### src/rtl/utf8d_pkg.sv
// shared types and constants of the utf-8 stream decoder
package utf8d_pkg;

	// longest sequence accepted, 1 to 4; longer leads are dropped
	localparam int MAX_SEQUENCE_LENGTH = 4;

	localparam int BYTE_W = 8;
	localparam int CP_W   = 21;
	localparam int LEN_W  = 3;
	localparam int REM_W  = 2;
	localparam int PAY_W  = 7;

	// byte queue between classifier and decode engine, power of two
	localparam int QUEUE_DEPTH = 2;
	localparam int QPTR_W      = $clog2(QUEUE_DEPTH);
	localparam int QCNT_W      = $clog2(QUEUE_DEPTH + 1);

	localparam logic [LEN_W-1:0] MAX_LEN = LEN_W'(MAX_SEQUENCE_LENGTH);

	typedef enum logic [1:0] {
		KIND_ASCII,
		KIND_CONT,
		KIND_LEAD,
		KIND_DROP
	} byte_kind_t;

	// one classified byte
	typedef struct packed {
		byte_kind_t         kind;
		logic [LEN_W-1:0]   len;
		logic [PAY_W-1:0]   payload;
	} item_t;

endpackage

### src/rtl/utf8d_front.sv
// byte classifier: leading-one decode and payload extraction into the queue
module utf8d_front (
	input  logic                          byte_valid,
	output logic                          byte_stall,
	input  logic [utf8d_pkg::BYTE_W-1:0]  stream_byte,
	input  logic                          queue_full,
	output logic                          push,
	output utf8d_pkg::item_t              item
);
	import utf8d_pkg::*;

	logic [LEN_W-1:0] lead_len;

	assign byte_stall = queue_full;
	assign push       = byte_valid && !queue_full;

	always_comb begin
		lead_len     = '0;
		item.kind    = KIND_DROP;
		item.len     = '0;
		item.payload = '0;
		unique casez (stream_byte)
			8'b0???????: begin
				item.kind    = KIND_ASCII;
				item.len     = LEN_W'(1);
				item.payload = stream_byte[PAY_W-1:0];
			end
			8'b10??????: begin
				item.kind    = KIND_CONT;
				item.payload = {1'b0, stream_byte[5:0]};
			end
			8'b110?????: begin
				lead_len     = LEN_W'(2);
				item.payload = {2'b00, stream_byte[4:0]};
			end
			8'b1110????: begin
				lead_len     = LEN_W'(3);
				item.payload = {3'b000, stream_byte[3:0]};
			end
			8'b11110???: begin
				lead_len     = LEN_W'(4);
				item.payload = {4'b0000, stream_byte[2:0]};
			end
			default: begin
				item.kind = KIND_DROP;
			end
		endcase
		if (lead_len != '0) begin
			if (lead_len > MAX_LEN) begin
				item.kind = KIND_DROP;
			end else begin
				item.kind = KIND_LEAD;
				item.len  = lead_len;
			end
		end
	end

endmodule

### src/rtl/utf8d_queue.sv
// small fifo of classified bytes between front and back
module utf8d_queue (
	input  logic              clk,
	input  logic              arst_n,
	input  logic              push,
	input  utf8d_pkg::item_t  push_item,
	output logic              full,
	input  logic              pop,
	output logic              empty,
	output utf8d_pkg::item_t  head
);
	import utf8d_pkg::*;

	item_t              entry_q [QUEUE_DEPTH];
	logic [QPTR_W-1:0]  wr_ptr_q;
	logic [QPTR_W-1:0]  rd_ptr_q;
	logic [QCNT_W-1:0]  count_q;

	assign full  = (count_q == QCNT_W'(QUEUE_DEPTH));
	assign empty = (count_q == '0);
	assign head  = entry_q[rd_ptr_q];

	always_ff @(posedge clk) begin
		if (push) begin
			entry_q[wr_ptr_q] <= push_item;
		end
	end

	always_ff @(posedge clk or negedge arst_n) begin
		if (!arst_n) begin
			wr_ptr_q <= '0;
			rd_ptr_q <= '0;
			count_q  <= '0;
		end else begin
			if (push) begin
				wr_ptr_q <= wr_ptr_q + QPTR_W'(1);
			end
			if (pop) begin
				rd_ptr_q <= rd_ptr_q + QPTR_W'(1);
			end
			if (push && !pop) begin
				count_q <= count_q + QCNT_W'(1);
			end else if (pop && !push) begin
				count_q <= count_q - QCNT_W'(1);
			end
		end
	end

endmodule

### src/rtl/utf8d_back.sv
// decode engine: sequence state, payload accumulation and output register
module utf8d_back (
	input  logic                         clk,
	input  logic                         arst_n,
	input  logic                         queue_empty,
	input  utf8d_pkg::item_t             head,
	output logic                         pop,
	output logic                         cp_valid,
	input  logic                         cp_stall,
	output logic [utf8d_pkg::CP_W-1:0]   scalar_value,
	output logic [utf8d_pkg::LEN_W-1:0]  sequence_length
);
	import utf8d_pkg::*;

	logic [REM_W-1:0]  rem_q;
	logic [LEN_W-1:0]  open_len_q;
	logic [CP_W-1:0]   acc_q;
	logic              cp_valid_q;
	logic [CP_W-1:0]   scalar_value_q;
	logic [LEN_W-1:0]  sequence_length_q;

	logic [CP_W-1:0]   acc_next;
	logic [LEN_W-1:0]  len_m1;

	assign cp_valid        = cp_valid_q;
	assign scalar_value    = scalar_value_q;
	assign sequence_length = sequence_length_q;

	// take the next byte whenever the output register is free or drains now
	assign pop      = !queue_empty && (!cp_valid_q || !cp_stall);
	assign acc_next = {acc_q[CP_W-7:0], head.payload[5:0]};
	assign len_m1   = head.len - LEN_W'(1);

	always_ff @(posedge clk) begin
		if (pop) begin
			if (head.kind == KIND_ASCII) begin
				scalar_value_q    <= CP_W'(head.payload);
				sequence_length_q <= head.len;
			end else begin
				scalar_value_q    <= acc_next;
				sequence_length_q <= open_len_q;
			end
		end
	end

	always_ff @(posedge clk or negedge arst_n) begin
		if (!arst_n) begin
			rem_q      <= '0;
			open_len_q <= '0;
			acc_q      <= '0;
			cp_valid_q <= 1'b0;
		end else begin
			if (cp_valid_q && !cp_stall) begin
				cp_valid_q <= 1'b0;
			end
			if (pop) begin
				case (head.kind)
					KIND_CONT: begin
						if (rem_q != '0) begin
							rem_q <= rem_q - REM_W'(1);
							if (rem_q == REM_W'(1)) begin
								cp_valid_q <= 1'b1;
								open_len_q <= '0;
								acc_q      <= '0;
							end else begin
								acc_q <= acc_next;
							end
						end
					end
					KIND_ASCII: begin
						rem_q      <= '0;
						open_len_q <= '0;
						acc_q      <= '0;
						cp_valid_q <= 1'b1;
					end
					KIND_LEAD: begin
						rem_q      <= len_m1[REM_W-1:0];
						open_len_q <= head.len;
						acc_q      <= CP_W'(head.payload);
					end
					default: begin
						rem_q      <= '0;
						open_len_q <= '0;
						acc_q      <= '0;
					end
				endcase
			end
		end
	end

endmodule

### src/rtl/utf8_stream_decoder.sv
// top level of the utf-8 stream decoder: classifier, byte queue, decode engine
//
//   channel   signals                         beat
//   -------   -----------------------------   ------------------------------------
//   bytes     byte_valid, byte_stall          stream_byte, one raw byte
//   points    cp_valid, cp_stall              scalar_value, sequence_length
//
// one byte per clock sustained while cp_stall stays low; an accepted byte is
// registered in a two-entry queue, and the decode engine pops it from the queue
// head and loads the output register at that same edge, so a completed code
// point shows once its last byte has passed the queue and the output register
// byte_stall rises only when the queue is full: two beats waiting behind a
// held code point
// arst_n clears the queue, the open sequence and the output valid
module utf8_stream_decoder (
	input  logic                         clk,
	input  logic                         arst_n,
	input  logic                         byte_valid,
	output logic                         byte_stall,
	input  logic [utf8d_pkg::BYTE_W-1:0] stream_byte,
	output logic                         cp_valid,
	input  logic                         cp_stall,
	output logic [utf8d_pkg::CP_W-1:0]   scalar_value,
	output logic [utf8d_pkg::LEN_W-1:0]  sequence_length
);
	import utf8d_pkg::*;

	// classified byte on its way into the queue
	item_t  front_item;
	logic   front_push;

	// queue head as seen by the decode engine
	item_t  head_item;
	logic   queue_full;
	logic   queue_empty;
	logic   back_pop;

	// front: leading-one decode, overlong leads marked for dropping
	utf8d_front u_front (
		.byte_valid  (byte_valid),
		.byte_stall  (byte_stall),
		.stream_byte (stream_byte),
		.queue_full  (queue_full),
		.push        (front_push),
		.item        (front_item)
	);

	// decouples byte intake from output back-pressure
	utf8d_queue u_queue (
		.clk       (clk),
		.arst_n    (arst_n),
		.push      (front_push),
		.push_item (front_item),
		.full      (queue_full),
		.pop       (back_pop),
		.empty     (queue_empty),
		.head      (head_item)
	);

	// back: open-sequence state, accumulation and the result register
	utf8d_back u_back (
		.clk             (clk),
		.arst_n          (arst_n),
		.queue_empty     (queue_empty),
		.head            (head_item),
		.pop             (back_pop),
		.cp_valid        (cp_valid),
		.cp_stall        (cp_stall),
		.scalar_value    (scalar_value),
		.sequence_length (sequence_length)
	);

endmodule

### config.mk
export PLATFORM = sky130hd
export DESIGN_NAME = utf8_stream_decoder
export DESIGN_NICKNAME = d
export VERILOG_FILES = /design/src/rtl/utf8d_pkg.sv /design/src/rtl/utf8d_front.sv /design/src/rtl/utf8d_queue.sv /design/src/rtl/utf8d_back.sv /design/src/rtl/utf8_stream_decoder.sv
export SDC_FILE = /design/constraint.sdc
export NUM_CORES = 1
export LEC_CHECK = 0
export ABC_AREA = 1
export BUFFER_PORTS_ARGS = -buffer_cell sky130_fd_sc_hd__buf_2
export CAP_MARGIN = 20
export CORE_MARGIN = 4
export CORE_UTILIZATION = 45
export DETAILED_ROUTE_END_ITERATION = 12
export PLACE_DENSITY = 0.66
export SLEW_MARGIN = 20
export SYNTH_ARGS = -nofsm -noshare
export SYNTH_HDL_FRONTEND = slang
export SYNTH_HIERARCHICAL = 1
export SYNTH_SLANG_ARGS = --single-unit
### constraint.sdc
create_clock -name clk -period 5.1 [get_ports clk]
set_input_delay 0.765 -clock clk [delete_from_list [all_inputs] [get_ports clk]]
set_output_delay 0.765 -clock clk [all_outputs]
set_load 0.01 [all_outputs]
# Word-level counts from Yosys, hierarchy flattened
# Memories as Yosys holds them, arrays and structs flattened.
# Cells that the tools add are included.
[totals]
regBits = 49
latch_bits = 0
mem_bits_rw = 24
mem_bits_ro = 0
inputBits = 12
output_inout_bits = 26
wordCells = 74
mem_count = 1
[classes]
addsub = 6
multipliers = 0
div = 0
magnitude_cmp = 1
n_eq_ne = 10
shifts = 0
muxes = 26
n_bitwise = 1
reduce_logical = 19
[memory_table]
columns = ["memory", "words", "word_bits", "rd", "rd_clocked_by_memory_dff", "write_ports", "line_no", "rtl"]
rows = [
  ["u_queue.entry_q", 2, 12, 1, 0, 1, "utf8d_queue.sv:14", "item_t entry_q [QUEUE_DEPTH];"],
]
[ops]
columns = ["op", "count"]
rows = [
  ["7-bit case mux with 5 select lines", 1],
  ["15-bit two-way mux", 2],
  ["15-bit case mux with 2 select lines", 1],
  ["3-bit two-way mux", 4],
  ["3-bit case mux with 3 select lines", 1],
  ["1-bit two-way mux", 8],
  ["2-bit case mux with 2 select lines", 2],
  ["7-bit two-way mux", 1],
  ["2-bit equality test, second input constant", 3],
  ["1-bit zero test", 6],
  ["2-bit two-way mux", 3],
  ["3-bit case mux with 2 select lines", 1],
  ["2-bit by 1-bit subtractor with 2-bit output, second input constant", 3],
  ["5-bit equality test, second input constant", 1],
  ["1-bit logical AND", 5],
  ["5-bit two-way mux", 1],
  ["2-bit by 1-bit equality test with 1-bit output, second input constant", 2],
  ["4-bit equality test, second input constant", 1],
  ["2-bit zero test", 2],
  ["2-bit by 1-bit != test with 1-bit output, second input constant", 2],
  ["2-bit nonzero test", 2],
  ["3-bit equality test, second input constant", 1],
  ["3-bit > comparator, second input constant", 1],
  ["3-bit AND reduction", 1],
  ["other kinds (7)", 8],
]

# Logic depth before layout (Yosys ltp)
[logic_depth]
ltp_word = 7
depth_mapped = 11
mapped_depth_nobuf = 11

# Modules after synthesis
# The synthesis kept the hierarchy.
[modules_own_cells]
columns = ["module", "instances", "cells_per_inst", "area_each_um2", "seq_area_each_um2"]
rows = [
  ["utf8d_back", 1, 207, 1976.9, 1246.2],
  ["utf8d_queue", 1, 62, 1107.3, 820.8],
  ["utf8d_front", 1, 28, 131.4, 0.0],
]

# Worst setup path before layout
# OpenSTA, ideal clock, no wires.
[synth_path]
kind = "in2reg"
start = "input port cp_stall"
end = "register u_queue.count_q[1]"
setup_ns = 0.117
arrival_time_ns = 2.170
t_required_ns = 4.983
slack_ns = 2.813
stages = 9
path_buffers = 0
cell_sequence = "nand2_1 nand2_1 inv_1 inv_1 ha_1 inv_1 nand3_1 nand2_1 nand2_1"
[synth_via]
elab_chain_len = 6
word_cells_on_any_way = 8
cone_classes = "mux: 1; reduce/logical: 7"
[synth_lines]
columns = ["element", "line_no", "rtl"]
rows = [
  ["from (decl)", "utf8_stream_decoder.sv:22", "input logic cp_stall,"],
  ["1-bit zero test (*)", "utf8d_back.sv:30", "assign pop = !queue_empty && (!cp_valid_q || !cp_stall);"],
  ["1-bit logical OR (*)", "utf8d_back.sv:30", ""],
  ["1-bit logical AND (*)", "utf8d_back.sv:30", ""],
  ["named net back_pop", "utf8_stream_decoder.sv:36", "logic back_pop;"],
  ["1-bit zero test", "utf8d_queue.sv:41", "if (push && !pop) begin"],
  ["1-bit logical AND", "utf8d_queue.sv:41", ""],
  ["2-bit two-way mux or 2-bit nonzero test (tied branches)", "n/a", ""],
  ["to (signal assigned)", "utf8d_queue.sv:42", "count_q <= count_q + QCNT_W'(1);"],
  ["to (signal assigned)", "utf8d_queue.sv:44", "count_q <= count_q - QCNT_W'(1);"],
  ["to (decl)", "utf8d_queue.sv:17", "logic [QCNT_W-1:0] count_q;"],
]
# Mark *: on every way through the listed nets, which the timed path passes. The rest lies on a longest branch.
# A chain may end at the register's enable or synchronous reset.

==> flow_metrics.env <==
export IMPL_run_status="completed"
export IMPL_postCtsHoldBufs=0
export IMPL_netlist_top_cells_area="edfxtp_1 45%, dfrtp_1 19%, nand2_1 9.6%"
export IMPL_syn_nets=315
export IMPL_drv_max_cap_violation_count=0
export IMPL_via_count_normalized_by_instance_count=4.632
export IMPL_coreArea_um2=6869
export IMPL_skew_ns=0.01109
export IMPL_synth_async_reset_ratio_pct=34.25
export IMPL_synth_fa_ha_area_share_pct=2.335
export IMPL_clock_tree_root_buffer_cell="clkbuf_8"
export IMPL_number_of_register_bits_inferred_by_synthesis=73
export IMPL_dpl_cell_count=423
export IMPL_timing_fmax_mhz=395.3
export IMPL_layout_min_cycle_time_ns=2.530
export IMPL_die_width_um=92.53
export IMPL_post_synth_xor_area_fraction_pct=0.8171
export IMPL_effective_utilization_at_floorplan_pct=46.81
export IMPL_post_layout_net_count=357
export IMPL_power_leakage_nw=1.760
export IMPL_setup_repair_after_global_routing_missed_its_margin="false"
export IMPL_design_area_um2=3694
export IMPL_post_synth_top_count_cell="nand2_1"
export IMPL_synthDistinctLibCells=27
export IMPL_power_per_cell_area_nw_per_um2=598.0
export IMPL_portBuffers=37
export IMPL_diodes=0
export IMPL_die_area_um2=8562
export IMPL_cp_max_fo=17
export IMPL_fp_row_count=30
export IMPL_detail_route_iter0_violations=162
export IMPL_endpoint_kind="flop"
export IMPL_clkSinkCount=73
export IMPL_numCtsBuffers=9
export IMPL_final_hold_fails=0
export IMPL_drc=0
export IMPL_synthSimpleGateAreaFrac_pct=16.58
export IMPL_dpl_instance_area_um2=3471
export IMPL_dr_pass1_iters=4
export IMPL_route_detailed_wl_per_inst_um=11.95
export IMPL_netlist_area_um2=3216
export IMPL_report_final_slew_viol_count=0
export IMPL_design_portCount=38
export IMPL_yosysSeqAreaShare_pct=64.28
export IMPL_first_global_vias=1976
export IMPL_antenna_found_initial=0
export IMPL_clk_latency_ns=0.34
export IMPL_post_synth_most_frequent_cells="82 x nand2_1, 48 x edfxtp_1, 46 x inv_1, 31 x nor2_1, 25 x dfrtp_1"
export IMPL_yosysWarnings=6
export IMPL_synth_flop_cell="edfxtp_1"
export IMPL_grtUsageTotal_pct=13.63
export IMPL_synth_compound_gate_area_share_pct=3.696
export IMPL_multi_input_logic_area_um2=922.1
export IMPL_setup_worst_path_class="flop to flop"
export IMPL_vias=2038
export IMPL_clkSlewWorstSetupHoldPaths_ns=0.08
export IMPL_holdCritPathClass="primary input to async pin"
export IMPL_syn_mean_instance_area_um2=10.83
export IMPL_cp_data_required_time_ns=5.19
export IMPL_timing_setup_tns_ns=0
export IMPL_hpwlAfterDp_um=3635
export IMPL_timing_worst_slew_pin_value_ns=0.9608
export IMPL_tightest_slew_margin_relative_to_the_limit_pct=35.87
export IMPL_fill_cells=626
export IMPL_fp_dieH_um=92.53
export IMPL_yosys_mux_area_fraction_pct=5.253
export IMPL_worst_ep_arrival_time_ns=2.62
export IMPL_post_synth_top_area_fraction_pct=44.82
export IMPL_synth_top_family_by_area="simple AND/OR/NAND/NOR gates"
export IMPL_totalWireLength_um=5257
export IMPL_cts_resized=0
export IMPL_seqCellArea_um2=2067
export IMPL_areaGrowthSynthToFinish_pct=14.86
export IMPL_setup_viol_count_final=0
export IMPL_timing_final_crit_share_pct=49.60
export IMPL_synth_cells=297
export IMPL_max_vdd_ir_drop_mv=0.2303
export IMPL_fraction_of_final_layout_cells_with_drive_strength_greater_than_1_pct=20.93
export IMPL_antenna_violating_nets_post_route=0
export IMPL_synth_edff_count=48
export IMPL_finish_cell_count_without_fillers=440
export IMPL_clock_tree_buffer_depth=2
export IMPL_critical_path_startpoint_type="flop"
export IMPL_grt_first_pass_wirelength_um=9059
export IMPL_grt_overflow_total=0
export IMPL_gp_congestion=0.7651
export IMPL_cts_max_level=3
export IMPL_grt_max_degree=27
export IMPL_cts_post_setup_buffers_inserted=0
export IMPL_synth_largest_area_cell="edfxtp_1"
export IMPL_cts_tree="built"
## cells by family after synthesis
| kind of cell | after synthesis |
|---|---|
| xor+xnor | 3 |
| buf+inv | 54 |
| fa+ha+maj | 6 |
| mux | 12 |
| compound gates | 20 |
| simple gates | 129 |
| flops | 73 |
## where the power goes
group | internal [W] | switching, W | total [W]
sequential | 0.000886 | 0.0000914 | 0.000978
combinational | 0.000274 | 0.000483 | 0.000757
clock | 0.000268 | 0.000206 | 0.000474
## per-layer routing
metal | wire, um | up-vias | global-route usage (%) | part of all wire (%)
li1 | - | 1026 | - | -
met1 | 2307 | 958 | 16.03 | 44
met2 | 2638 | 43 | 23.38 | 50
met3 | 193 | 11 | 2.924 | 3.7
met4 | 119 | 0 | 7.054 | 2.3
met5 | 0 | - | 0 | 0
## path summary, 6_finish.rpt
kind | startpoint | to | slack (ns) | cells past startpoint
hold reg to reg | u_back/acc_q[13]$_DFFE_PN0P_ | u_back/acc_q[13]$_DFFE_PN0P_ | 0.48 | 2
setup reg to reg | u_queue/rd_ptr_q$_DFFE_PN0P_ | u_back/sequence_length[0]$_DFFE_PP_ | 2.57 | 6
hold / removal | arst_n | u_back/open_len_q[1]$_DFFE_PN0P_ | 0.41 | 1
max in group asynchronous | arst_n | u_back/rem_q[0]$_DFFE_PN0P_ | 4.30 | 1
setup / recovery | u_queue/rd_ptr_q$_DFFE_PN0P_ | u_back/sequence_length[0]$_DFFE_PP_ | 2.57 | 6
min in group clk | u_back/acc_q[13]$_DFFE_PN0P_ | u_back/acc_q[13]$_DFFE_PN0P_ | 0.48 | 2
## cells in the final DEF, fill, tap and decap left out
cell,n
ha_1,6
o21ai_1,1
nand2_2,2
a21oi_2,1
buf_2,37
clkinv_4,1
nand3_4,1
inv_1,46
xor2_1,2
nand2_1,82
edfxtp_1,48
clkbuf_8,10
clkinv_2,2
nand4_1,1
o21ai_0,9
mux2_4,9
xnor2_1,1
clkbuf_16,1
nor2_4,2
inv_2,1
clkbuf_1,1
buf_4,1
a21oi_1,3
mux2_2,3
nor3_1,1
dfrtp_1,25
bufinv_16,1
nand3_1,9
a21boi_0,6
nor2_1,31
## critical path: stages (launching register included)
cell,delay [ns]
dfrtp_1,0.80
mux2_2,0.42
inv_1,0.08
ha_1,0.54
inv_1,0.23
nand2_1,0.10
o21ai_0,0.08
## stage by stage
| step | util, % | power (W) | worst slack (ns) | hold WS (ns) |
|---|---|---|---|---|
| after detailed placement | 50.53 | 0.001757 | 2.356 | 0.4656 |
| after global routing | 53.77 | 0.002372 | 2.318 | 0.4506 |
| after CTS | 53.66 | 0.002236 | 2.563 | 0.4185 |
| after global placement | 50.53 | 0.001734 | 2.479 | 0.4647 |
| after floorplan | - | 0.001545 | 2.813 | 0.4488 |
| final | 53.77 | 0.002209 | 2.570 | 0.4116 |
## state kept, by name (all words and copies together) (netlist names)
| signal | flops |
|---|---|
| u_queue/entry_q | 24 |
| u_back/rem_q | 2 |
| u_back/acc_q | 15 |
| u_queue/count_q | 2 |
| u_back/open_len_q | 3 |
| u_back/sequence_length | 3 |
| u_back/scalar_value | 21 |
| u_back/cp_valid | 1 |
| u_queue/rd_ptr_q | 1 |
| u_queue/wr_ptr_q | 1 |
## layout make-up
| type | instances | area share [%] |
|---|---|---|
| Multi-Input combinational cell | 170 | 24.97 |
| Inverter | 47 | 4.776 |
| Clock buffer | 12 | 4.505 |
| Sequential cell | 73 | 55.96 |
| Timing Repair Buffer | 38 | 5.217 |
| Clock inverter | 4 | 1.321 |
| Tap cell | 96 | 3.252 |
Power figures use the tool's default switching activity.
